`src/design/imhq_pkg.sv`:
```
// Shared constants, codes and controller interface types for the indexed min-heap queue.
package imhq_pkg;
   localparam int ITEM_W = 12;
   localparam int CMD_W = 2;
   localparam int ST_W = 3;
   localparam int QC_W = 13;
   localparam int DEF_NUM_ITEMS = 4096;
   localparam int DEF_KEY_BITS = 40;

   localparam logic [CMD_W-1:0] CMD_INSERT = 2'd0;
   localparam logic [CMD_W-1:0] CMD_UPDATE = 2'd1;
   localparam logic [CMD_W-1:0] CMD_POP = 2'd2;

   localparam logic [ST_W-1:0] ST_OK = 3'd0;
   localparam logic [ST_W-1:0] ST_EMPTY = 3'd1;
   localparam logic [ST_W-1:0] ST_FULL = 3'd2;
   localparam logic [ST_W-1:0] ST_ABSENT = 3'd3;
   localparam logic [ST_W-1:0] ST_DUP = 3'd4;

   localparam int OP_W = 4;
   localparam logic [OP_W-1:0] OP_CLEAR = 4'd0;
   localparam logic [OP_W-1:0] OP_IDLE = 4'd1;
   localparam logic [OP_W-1:0] OP_LOOK = 4'd2;
   localparam logic [OP_W-1:0] OP_POPL = 4'd3;
   localparam logic [OP_W-1:0] OP_UP = 4'd4;
   localparam logic [OP_W-1:0] OP_UPW = 4'd5;
   localparam logic [OP_W-1:0] OP_DOWN = 4'd6;
   localparam logic [OP_W-1:0] OP_DL = 4'd7;
   localparam logic [OP_W-1:0] OP_DR = 4'd8;
   localparam logic [OP_W-1:0] OP_PLACE = 4'd9;
   localparam logic [OP_W-1:0] OP_RESP = 4'd10;

   typedef struct packed {
      logic [OP_W-1:0] op;
      logic accept;
   } ctl_cmd_type;

   typedef struct packed {
      logic clr_done;
      logic look_go;
      logic look_pop;
      logic is_update;
      logic pop_more;
      logic up_top;
      logic up_swap;
      logic down_end;
      logic has_right;
      logic left_swap;
      logic dr_swap;
      logic rsp_free;
   } ctl_sts_type;
endpackage

```
`src/design/imhq_ctrl.sv`:
```
// Sequencer for heap commands: clear pass, lookup, pop, sift up, sift down, place, response.
module imhq_ctrl import imhq_pkg::*; (
   input  logic        clock,
   input  logic        reset,
   input  logic        req_valid,
   output logic        req_stall,
   output ctl_cmd_type cmd,
   input  ctl_sts_type sts
);
   logic [OP_W-1:0] state_ff, state_in;

   always_comb begin
      state_in = state_ff;
      unique case (state_ff)
         OP_CLEAR: if (sts.clr_done) state_in = OP_IDLE;
         OP_IDLE: if (req_valid) state_in = OP_LOOK;
         OP_LOOK: begin
            if (!sts.look_go) state_in = OP_RESP;
            else if (sts.look_pop) state_in = OP_POPL;
            else state_in = OP_UP;
         end
         OP_POPL: state_in = sts.pop_more ? OP_DOWN : OP_RESP;
         OP_UP: begin
            if (!sts.up_top) state_in = OP_UPW;
            else state_in = sts.is_update ? OP_DOWN : OP_PLACE;
         end
         OP_UPW: begin
            if (sts.up_swap) state_in = OP_UP;
            else state_in = sts.is_update ? OP_DOWN : OP_PLACE;
         end
         OP_DOWN: state_in = sts.down_end ? OP_PLACE : OP_DL;
         OP_DL: begin
            if (sts.has_right) state_in = OP_DR;
            else state_in = sts.left_swap ? OP_DOWN : OP_PLACE;
         end
         OP_DR: state_in = sts.dr_swap ? OP_DOWN : OP_PLACE;
         OP_PLACE: state_in = OP_RESP;
         OP_RESP: if (sts.rsp_free) state_in = OP_IDLE;
         default: state_in = OP_IDLE;
      endcase
   end

   always_ff @(posedge clock) begin
      if (reset) begin
         state_ff <= OP_CLEAR;
      end else begin
         state_ff <= state_in;
      end
   end

   assign req_stall = (state_ff != OP_IDLE);
   assign cmd.op = state_ff;
   assign cmd.accept = (state_ff == OP_IDLE) && req_valid;
endmodule

```
`config.mk`:
```
export PLATFORM = sky130hd
export DESIGN_NAME = imhq_ctrl
export DESIGN_NICKNAME = d
export VERILOG_FILES = /design/src/design/imhq_pkg.sv /design/src/design/imhq_ctrl.sv
export SDC_FILE = /design/constraint.sdc
export NUM_CORES = 1
export LEC_CHECK = 0
export ABC_AREA = 0
export BUFFER_PORTS_ARGS = -buffer_cell sky130_fd_sc_hd__buf_2
export CAP_MARGIN = 20
export CORE_AREA = 2 2 39 41
export CTS_CLUSTER_SIZE = 14
export DETAILED_ROUTE_END_ITERATION = 6
export DIE_AREA = 0 0 41 43
export PLACE_DENSITY = 0.62
export SYNTH_ARGS = -nofsm -noshare
export SYNTH_HDL_FRONTEND = slang
export SYNTH_SLANG_ARGS = --single-unit
export TNS_END_PERCENT = 50
```
`constraint.sdc`:
```
create_clock -name clock -period 1.25 [get_ports clock]
set_clock_uncertainty 0.05 [all_clocks]
set_input_delay 0.3125 -clock clock [delete_from_list [all_inputs] [get_ports clock]]
set_output_delay 0.3125 -clock clock [all_outputs]
set_load 0.02 [all_outputs]
```
**Word-level counts from Yosys, hierarchy flattened**

Index checks and enable logic that the tools add are counted.

- Eq/ne operators: 14
- Reductions and logical operators: 3
- Muxes and demuxes: 14

Operators by type and width:

| operator | count |
|---|---|
| 4-bit 2-to-1 mux | 12 |
| 4-bit one-hot mux with 11 select lines | 1 |
| 4-bit by 3-bit equality test with 1-bit output (second input constant) | 4 |
| 4-bit equality test (second input constant) | 3 |
| 4-bit by 2-bit equality test with 1-bit output (second input constant) | 2 |
| 2-bit != test (second input constant) | 3 |
| 4-bit by 1-bit equality test with 1-bit output (second input constant) | 1 |
| 4-bit logical NOT | 1 |
| 4-bit by 1-bit != test with 1-bit output (second input constant) | 1 |
| 3-bit 2-to-1 mux | 1 |
| 3-bit AND reduction | 1 |
| 1-bit logical AND | 1 |

- Bits of input ports: 15
- Output and inout bits: 6
- Flip-flop bits (word level): 4
- Word-level logic and storage cells: 32

**Logic depth before layout (Yosys ltp)**

Gate-level depths: netlist of the first run.

- Depth after elaboration: 3
- Mapped depth: 5
- Gate-level depth less buffers: 4

**Worst setup path after synthesis of the first run**

No wires, ideal clock.

- Kind: flip-flop to output port
- From: reg state_ff[0]
- To: out cmd[0] (netlist name)
- Arrival time: 1567 ps
- Data required time: 887 ps
- Path buffers: 1
- Cell stages (with the launch flop): 5
- Path slack: -679 ps
- Cell sequence: dfxtp_1 > buf_2 > inv_1 > or4_1 > nor2_1

RTL lines:

| element | RTL line | RTL |
|---|---|---|
| start: declaration | imhq_ctrl.sv:10 | `logic [OP_W-1:0] state_ff, state_in;` |
| start signal: assignment | imhq_ctrl.sv:47 | `state_ff <= state_in;` |
| end: declaration | imhq_ctrl.sv:7 | `output ctl_cmd_type cmd,` |

==> run summary, run 1 <==
CP delay by family, top = simple AND/OR/NAND/NOR gates
Synth Instances = 61
Filler Cell Count = 139
Post-synth EDFFs = 0
core area = 1380 µm²
RSZ-0062 raised after global routing = true
CP startpoint kind = flop
DRC = 0
post-synthesis sequential area ratio = 18.2%
worst hold path cell count = 2
top_reg_cell synth = dfxtp_1
Worst Path Buf+Inv = 1
clock latency on the worst-skew pair = 230 ps
hold path startpoint = reset
Fin Setup TNS = -1640 ps
Tmin final = 1680 ps
Area contributors post-synth = dfxtp_1 (18%), a31oi_1 (8.5%), buf_2 (5.7%)
total grt overflow = 0
Reg2Reg Depth = 5
R2R Path End = state_ff[0]$_SDFFE_PP0P_
sw frac = 34.1%
Antenna Cells = 0
Internal Pwr Total = 356 µW
CTS Root Cell = clkbuf_4
Worst EP required = 890 ps
Hold WC Path Type = in -> reg
CTS clk-pin slew, worst paths = 40 ps
fraction of registers with async set/reset = 0%
number of synthesized register bits = 4
max reg flops = 4
final std cells w/o fill = 108
Synth Area in Compound Gates = 37.9%
Total GRT Usage = 16.2%
Clk network pwr share = 28.3%
RR Startpoint = state_ff[2]$_SDFFE_PP0P_
Yosys cell types = 32
Yosys top cell by area = dfxtp_1
Detail Placement HPWL = 1.04 mm
Synth top area share = 18.2%
H-tree levels = 1
GPL Wtd Cong = 0.941
post-synthesis xor/xnor area fraction = 0%
static leakage = 0.000334 µW
Final ANT Viol Nets = 0
largest net degree at the start of global routing = 18
routed via count = 591
Biggest register = state_ff
Via-to-Cell Ratio = 5.47
vias in the first global route = 544
total CTS buffers = 3
multiplexer share of the synthesized area = 2.28%
port buffer count = 20
Arr. time, crit path = 1320 ps
cell area after synthesis = 439 µm²
# Max-Cap Violations = 0
Longest Clk Path Bufs = 2
Die H = 43 µm
Worst setup EP type = output pin
drt wl/cell = 12.2 µm
adder-cell area share of the yosys netlist = 0%
placed cell count = 104
Syn Nets = 76
WS Path Type = reg -> out
layout net count = 109
Initial DRC Count = 14
Sink Count = 4
Net Switching = 184 µW
crit-path max cell delay = 540 ps
combinational share of power = 44.9%
PnR worst setup slack = -431 ps
Worst-Margin Slew = 314 ps
Fin. Hold Viols = 0
Worst slew margin = 79.0%
YS warnings = 0
synth-to-layout area growth = 71.2%
Boundary Pins = 21
DRT Pass-1 Iters = 4
status = complete, but fails checks
initial antenna violation count = 0
top cells by count, synth = a31oi_1 (6), inv_1 (6), buf_2 (5)
area occupied by multi-input gates = 380 µm²
Max Clk Rate = 0.595 GHz
first-pass GRT wire length = 2.01 mm
layout cell share with drive strength beyond 1 = 58.7%
Syn Area/Cell = 7.20 µm²
critical path fanouts, max = 2
worst-path cell chain = or4_4 -> nor2_4 -> buf_6
Post-Synth Simple-Gate Area = 30.8%
Period Utilization, post-route = 134%
maximum VDD drop = 502 µV
Initial Utilization = 31.7%
CP max-delay cell = or4_4
Final Max Slew Viols = 0
biggest regs = state_ff: 4 flops
sequential cell area = 90.1 µm²
CTS tree = done
Rows = 14
WL final = 1.32 mm
violated checks = negative setup slack
reg2reg setup slack = -230 ps
Finish-stage setup viols = 7
DIE AREA = 1760 µm²
Flop pwr share = 26.7%
Die W = 41 µm
Cell Pwr Density = 719 nW/µm²
largest family of logic cells by synthesized area = compound AO/OA/AOI/OAI gates
Worst Hold End = state_ff[1]$_SDFFE_PP0P_
cells in the final DEF (no fill, tap or decap), types with 2 or more instances in the layout:
master / count
buf_4: 12
buf_2: 18
a31oi_1: 5
dfxtp_2: 2
a311oi_1: 2
clkbuf_4: 3
nand2_1: 3
inv_1: 5
nor3_1: 3
o21ai_0: 4
nor4_2: 2
nand3b_1: 2
dfxtp_4: 2
buf_6: 3
repair_timing:
item | 4_1_cts | 5_1_grt
endpoints found under the setup margin | 8 | 8
resized for setup | 9 | 6
pin swaps | 9 | 4
buffers inserted | 1 | 0
hold buffers | 0 | 0
power groups by stage:
stage	logic (µW)	clock network, µW	registers (µW)
after global placement	213	0	146
final	243	153	145
after floorplan	133	0	154
after global routing	265	167	145
after CTS	231	159	144
after detailed placement	216	0	147
per-layer routing:
layer  global-route usage, %  routed length [µm]  vias to the layer above
li1                        -                   -                      296
met4                    6.00                  15                        0
met3                    3.14                  75                        2
met1                    18.3                 534                      271
met2                    27.8                 693                       22
met5                       0                   0                        -
cells by family (layout without fill, tap and decap cells):
family                 after synthesis  after routing
flip-flops                           4              4
AND/OR/NAND/NOR                     22             22
multiplexers                         1              1
buffers and inverters               11             42
AO/OA/AOI/OAI                       23             23
worst max-delay path by stage:
stage / start / to / cells after the start
after floorplan: state_ff[0]$_SDFFE_PP0P_ / cmd[0] / 4
after global placement: state_ff[0]$_SDFFE_PP0P_ / cmd[0] / 4
after detailed placement: state_ff[0]$_SDFFE_PP0P_ / cmd[0] / 4
after CTS: state_ff[2]$_SDFFE_PP0P_ / cmd[0] / 3
after global routing: state_ff[2]$_SDFFE_PP0P_ / cmd[0] / 3
final: state_ff[2]$_SDFFE_PP0P_ / cmd[0] / 3
cell type report:
cell class | instances | share of cell area, %
tap | 16 | 2.66
inverter | 6 | 3.33
sequential | 4 | 12.0
timing repair buffer | 33 | 28.5
clock buffer | 3 | 3.00
multi-input combinational | 46 | 50.6
per-stage QoR:
step | area (µm²) | utilization [%] | setup WS (ps) | total power (µW) | hold slack [ps]
CTS | 716 | 51.7 | -435 | 535 | 235
detailed placement | 654 | 47.3 | -283 | 362 | 477
floorplan | 480 | - | -413 | 287 | 322
global placement | 654 | 47.3 | -272 | 359 | 478
global route | 752 | 54.3 | -480 | 577 | 259
finish | 752 | 54.3 | -431 | 540 | 250
No activity file was read; power rests on OpenSTA's default activity.
==> run 2, diff against run 1 <==
--- a/config.mk
+++ b/config.mk
@@ -9,10 +9,10 @@
 export BUFFER_PORTS_ARGS = -buffer_cell sky130_fd_sc_hd__buf_2
 export CAP_MARGIN = 20
 export CORE_AREA = 2 2 39 41
-export CTS_CLUSTER_SIZE = 14
+export CTS_CLUSTER_SIZE = 10
 export DETAILED_ROUTE_END_ITERATION = 6
 export DIE_AREA = 0 0 41 43
-export PLACE_DENSITY = 0.62
+export PLACE_DENSITY = 0.59
 export SYNTH_ARGS = -nofsm -noshare
 export SYNTH_HDL_FRONTEND = slang
 export SYNTH_SLANG_ARGS = --single-unit
==> constraint.sdc (replaced) <==
create_clock -name clock -period 2 [get_ports clock]
set_clock_uncertainty 0.05 [all_clocks]
set_input_delay 0.5 -clock clock [delete_from_list [all_inputs] [get_ports clock]]
set_output_delay 0.5 -clock clock [all_outputs]
set_load 0.02 [all_outputs]
==> run 2 against run 1 <==
Against the previous run:
- sequential share of layout area increased by 1.4 points
- global-route usage is 0.70 points lower
- sequential power fell by 40%
- the flow now finishes without violations
- critical path depth did not move
- non-clock buffer count down 9
- highest routed layer unchanged
- clock-buffer cell count is the same
- worst hold slack improved by 160 ps
- via count fell by 5.9%
- sequential cell count is the same
- wire length fell by 6.8%
==> run summary, run 2 (synthesis gave the netlist of run 1 again) <==
status = finished clean (was complete, but fails checks)
sw frac = 35.8% (was 34.1%)
Internal Pwr Total = 204 µW (was 356 µW)
critical path fanouts, max = 7 (was 2)
Net Switching = 114 µW (was 184 µW)
cts-stage hold buffer count = 0 (unchanged)
CP startpoint kind = flop (unchanged)
clock latency on the worst-skew pair = 250 ps (was 230 ps)
initial antenna violation count = 0 (unchanged)
Post CTS Setup Buffer Count = 0 (was 1)
number of gates resized after CTS = 0 (was 9)
Fin Setup TNS = 0 ps (was -1640 ps)
drt wl/cell = 12.4 µm (was 12.2 µm)
Antenna Cells = 0 (unchanged)
Via-to-Cell Ratio = 5.62 (was 5.47)
Hold WC Path Type = in -> reg (unchanged)
largest net degree at the start of global routing = 18 (unchanged)
Die H = 43 µm (unchanged)
RR Startpoint = state_ff[3]$_SDFFE_PP0P_ (was state_ff[2]$_SDFFE_PP0P_)
Finish-stage setup viols = 0 (was 7)
DRT Pass-1 Iters = 4 (unchanged)
Worst-Margin Slew = 365 ps (was 314 ps)
CTS tree = done (unchanged)
WL final = 1.23 mm (was 1.32 mm)
layout net count = 100 (was 109)
Flop pwr share = 27.6% (was 26.7%)
Clk network pwr share = 34.2% (was 28.3%)
Biggest register = state_ff (unchanged)
Worst EP required = 1450 ps (was 890 ps)
Tmin final = 1910 ps
static leakage = 0.000282 µW (was 0.000334 µW)
GPL Wtd Cong = 0.800 (was 0.941)
first-pass GRT wire length = 1.84 mm (was 2.01 mm)
Boundary Pins = 21 (unchanged)
Total GRT Usage = 15.5% (was 16.2%)
CTS clk-pin slew, worst paths = 40 ps (about the same)
Arr. time, crit path = 1360 ps (was 1320 ps)
Initial Utilization = 31.7% (unchanged)
commonest non-fill, non-tap cell in the layout = buf_2 (unchanged)
final instance area = 598 µm² (was 752 µm²)
combinational share of power = 38.2% (was 44.9%)
Max Clk Rate = 0.524 GHz
total CTS buffers = 3 (unchanged)
layout cell share with drive strength beyond 1 = 39.8% (was 58.7%)
Power Total = 318 µW (was 540 µW)
H-tree levels = 1 (unchanged)
port buffer count = 20 (unchanged)
Fin. Hold Viols = 0 (unchanged)
Die W = 41 µm (unchanged)
Cell Pwr Density = 531 nW/µm² (was 719 nW/µm²)
core area = 1380 µm² (unchanged)
total grt overflow = 0 (unchanged)
# Max-Cap Violations = 0 (unchanged)
synth-to-layout area growth = 36.2% (was 71.2%)
crit path from = state_ff[2]$_SDFFE_PP0P_ (unchanged)
Period Utilization, post-route = 95.3%
biggest regs = state_ff: 4 flops (unchanged)
placed cell areas = 576 µm² (was 654 µm²)
DRC = 0 (unchanged)
CTS Root Cell = clkbuf_4 (unchanged)
Worst slew margin = 75.0% (was 79.0%)
maximum VDD drop = 187 µV (was 502 µV)
routed via count = 556 (was 591)
DIE AREA = 1760 µm² (unchanged)
Rows = 14 (unchanged)
Final Max Slew Viols = 0 (unchanged)
Final ANT Viol Nets = 0 (unchanged)
WS Path Type = reg -> out (unchanged)
Initial DRC Count = 14 (unchanged)
Worst setup EP type = output pin (unchanged)
highest-count cells in the layout ignoring fill and taps = buf_2 (20), inv_1 (6), a31oi_1 (6) (was buf_2 (18), buf_4 (12), inv_1 (5), a31oi_1 (5), o21ai_0 (4))
hold path startpoint = reset (unchanged)
final std cells w/o fill = 99 (was 108)
Sink Count = 4 (unchanged)
max reg flops = 4 (unchanged)
Longest Clk Path Bufs = 2 (unchanged)
RSZ-0062 raised after global routing = false (was true)
placed cell count = 96 (was 104)
vias in the first global route = 490 (was 544)
run 2: changes by cell type in the layout (fill, tap and decap cells not counted), moves of 2 or more:
cell     previous run  this run
buf_6               3         0
buf_2              18        20
dfxtp_2             2         0
buf_4              12         4
nor4_1              0         2
dfxtp_4             2         0
nor4_2              2         0
dfxtp_1             0         4
run 2: critical path, stage by stage, from the launching register on:
cell     delay, ps
dfxtp_1        350
or4_4          510
nor2_4          80
buf_2          160
run 2: layout make-up:
class	count	area (µm²)
inverters	6	22.5
clock buffers	3	22.5
fillers	157	786
multi-input cells	46	323
repair buffers	24	130
flip-flops and latches	4	80.1
well taps	16	20.0
run 2: worst paths after layout:
path / end / cells past startpoint / slack, ps
setup / recovery: cmd[0] / 3 / 90
hold / removal: state_ff[2]$_SDFFE_PP0P_ / 2 / 410
setup reg to reg: state_ff[0]$_SDFFE_PP0P_ / 5 / 410
hold reg to reg: state_ff[0]$_SDFFE_PP0P_ / 2 / 650
run 2: power groups by stage:
stage | Combinational [µW] | Clock, µW | Sequential [µW]
2_1_floorplan | 74.6 | 0 | 95.2
3_3_place_gp | 121 | 0 | 88.9
3_5_place_dp | 121 | 0 | 89.0
4_1_cts | 122 | 110 | 87.7
5_1_grt | 133 | 113 | 88.1
6_report | 122 | 109 | 87.7
run 2: layer usage:
layer  vias to the layer above  global-route usage (%)  share of wire (%)
met5                         -                       0                  0
li1                        278                       -                  -
met4                         0                    10.7                2.0
met1                       252                    16.4                 43
met2                        24                    25.3                 49
met3                         2                    3.14                5.7
run 2: per-stage QoR:
stage | util [%] | setup slack, ps | hold slack [ps]
floorplan | - | 115 | 519
global placement | 41.6 | 379 | 630
detailed placement | 41.6 | 353 | 644
CTS | 43.2 | 82.7 | 407
global route | 43.2 | 42.8 | 426
finish | 43.2 | 93.4 | 407
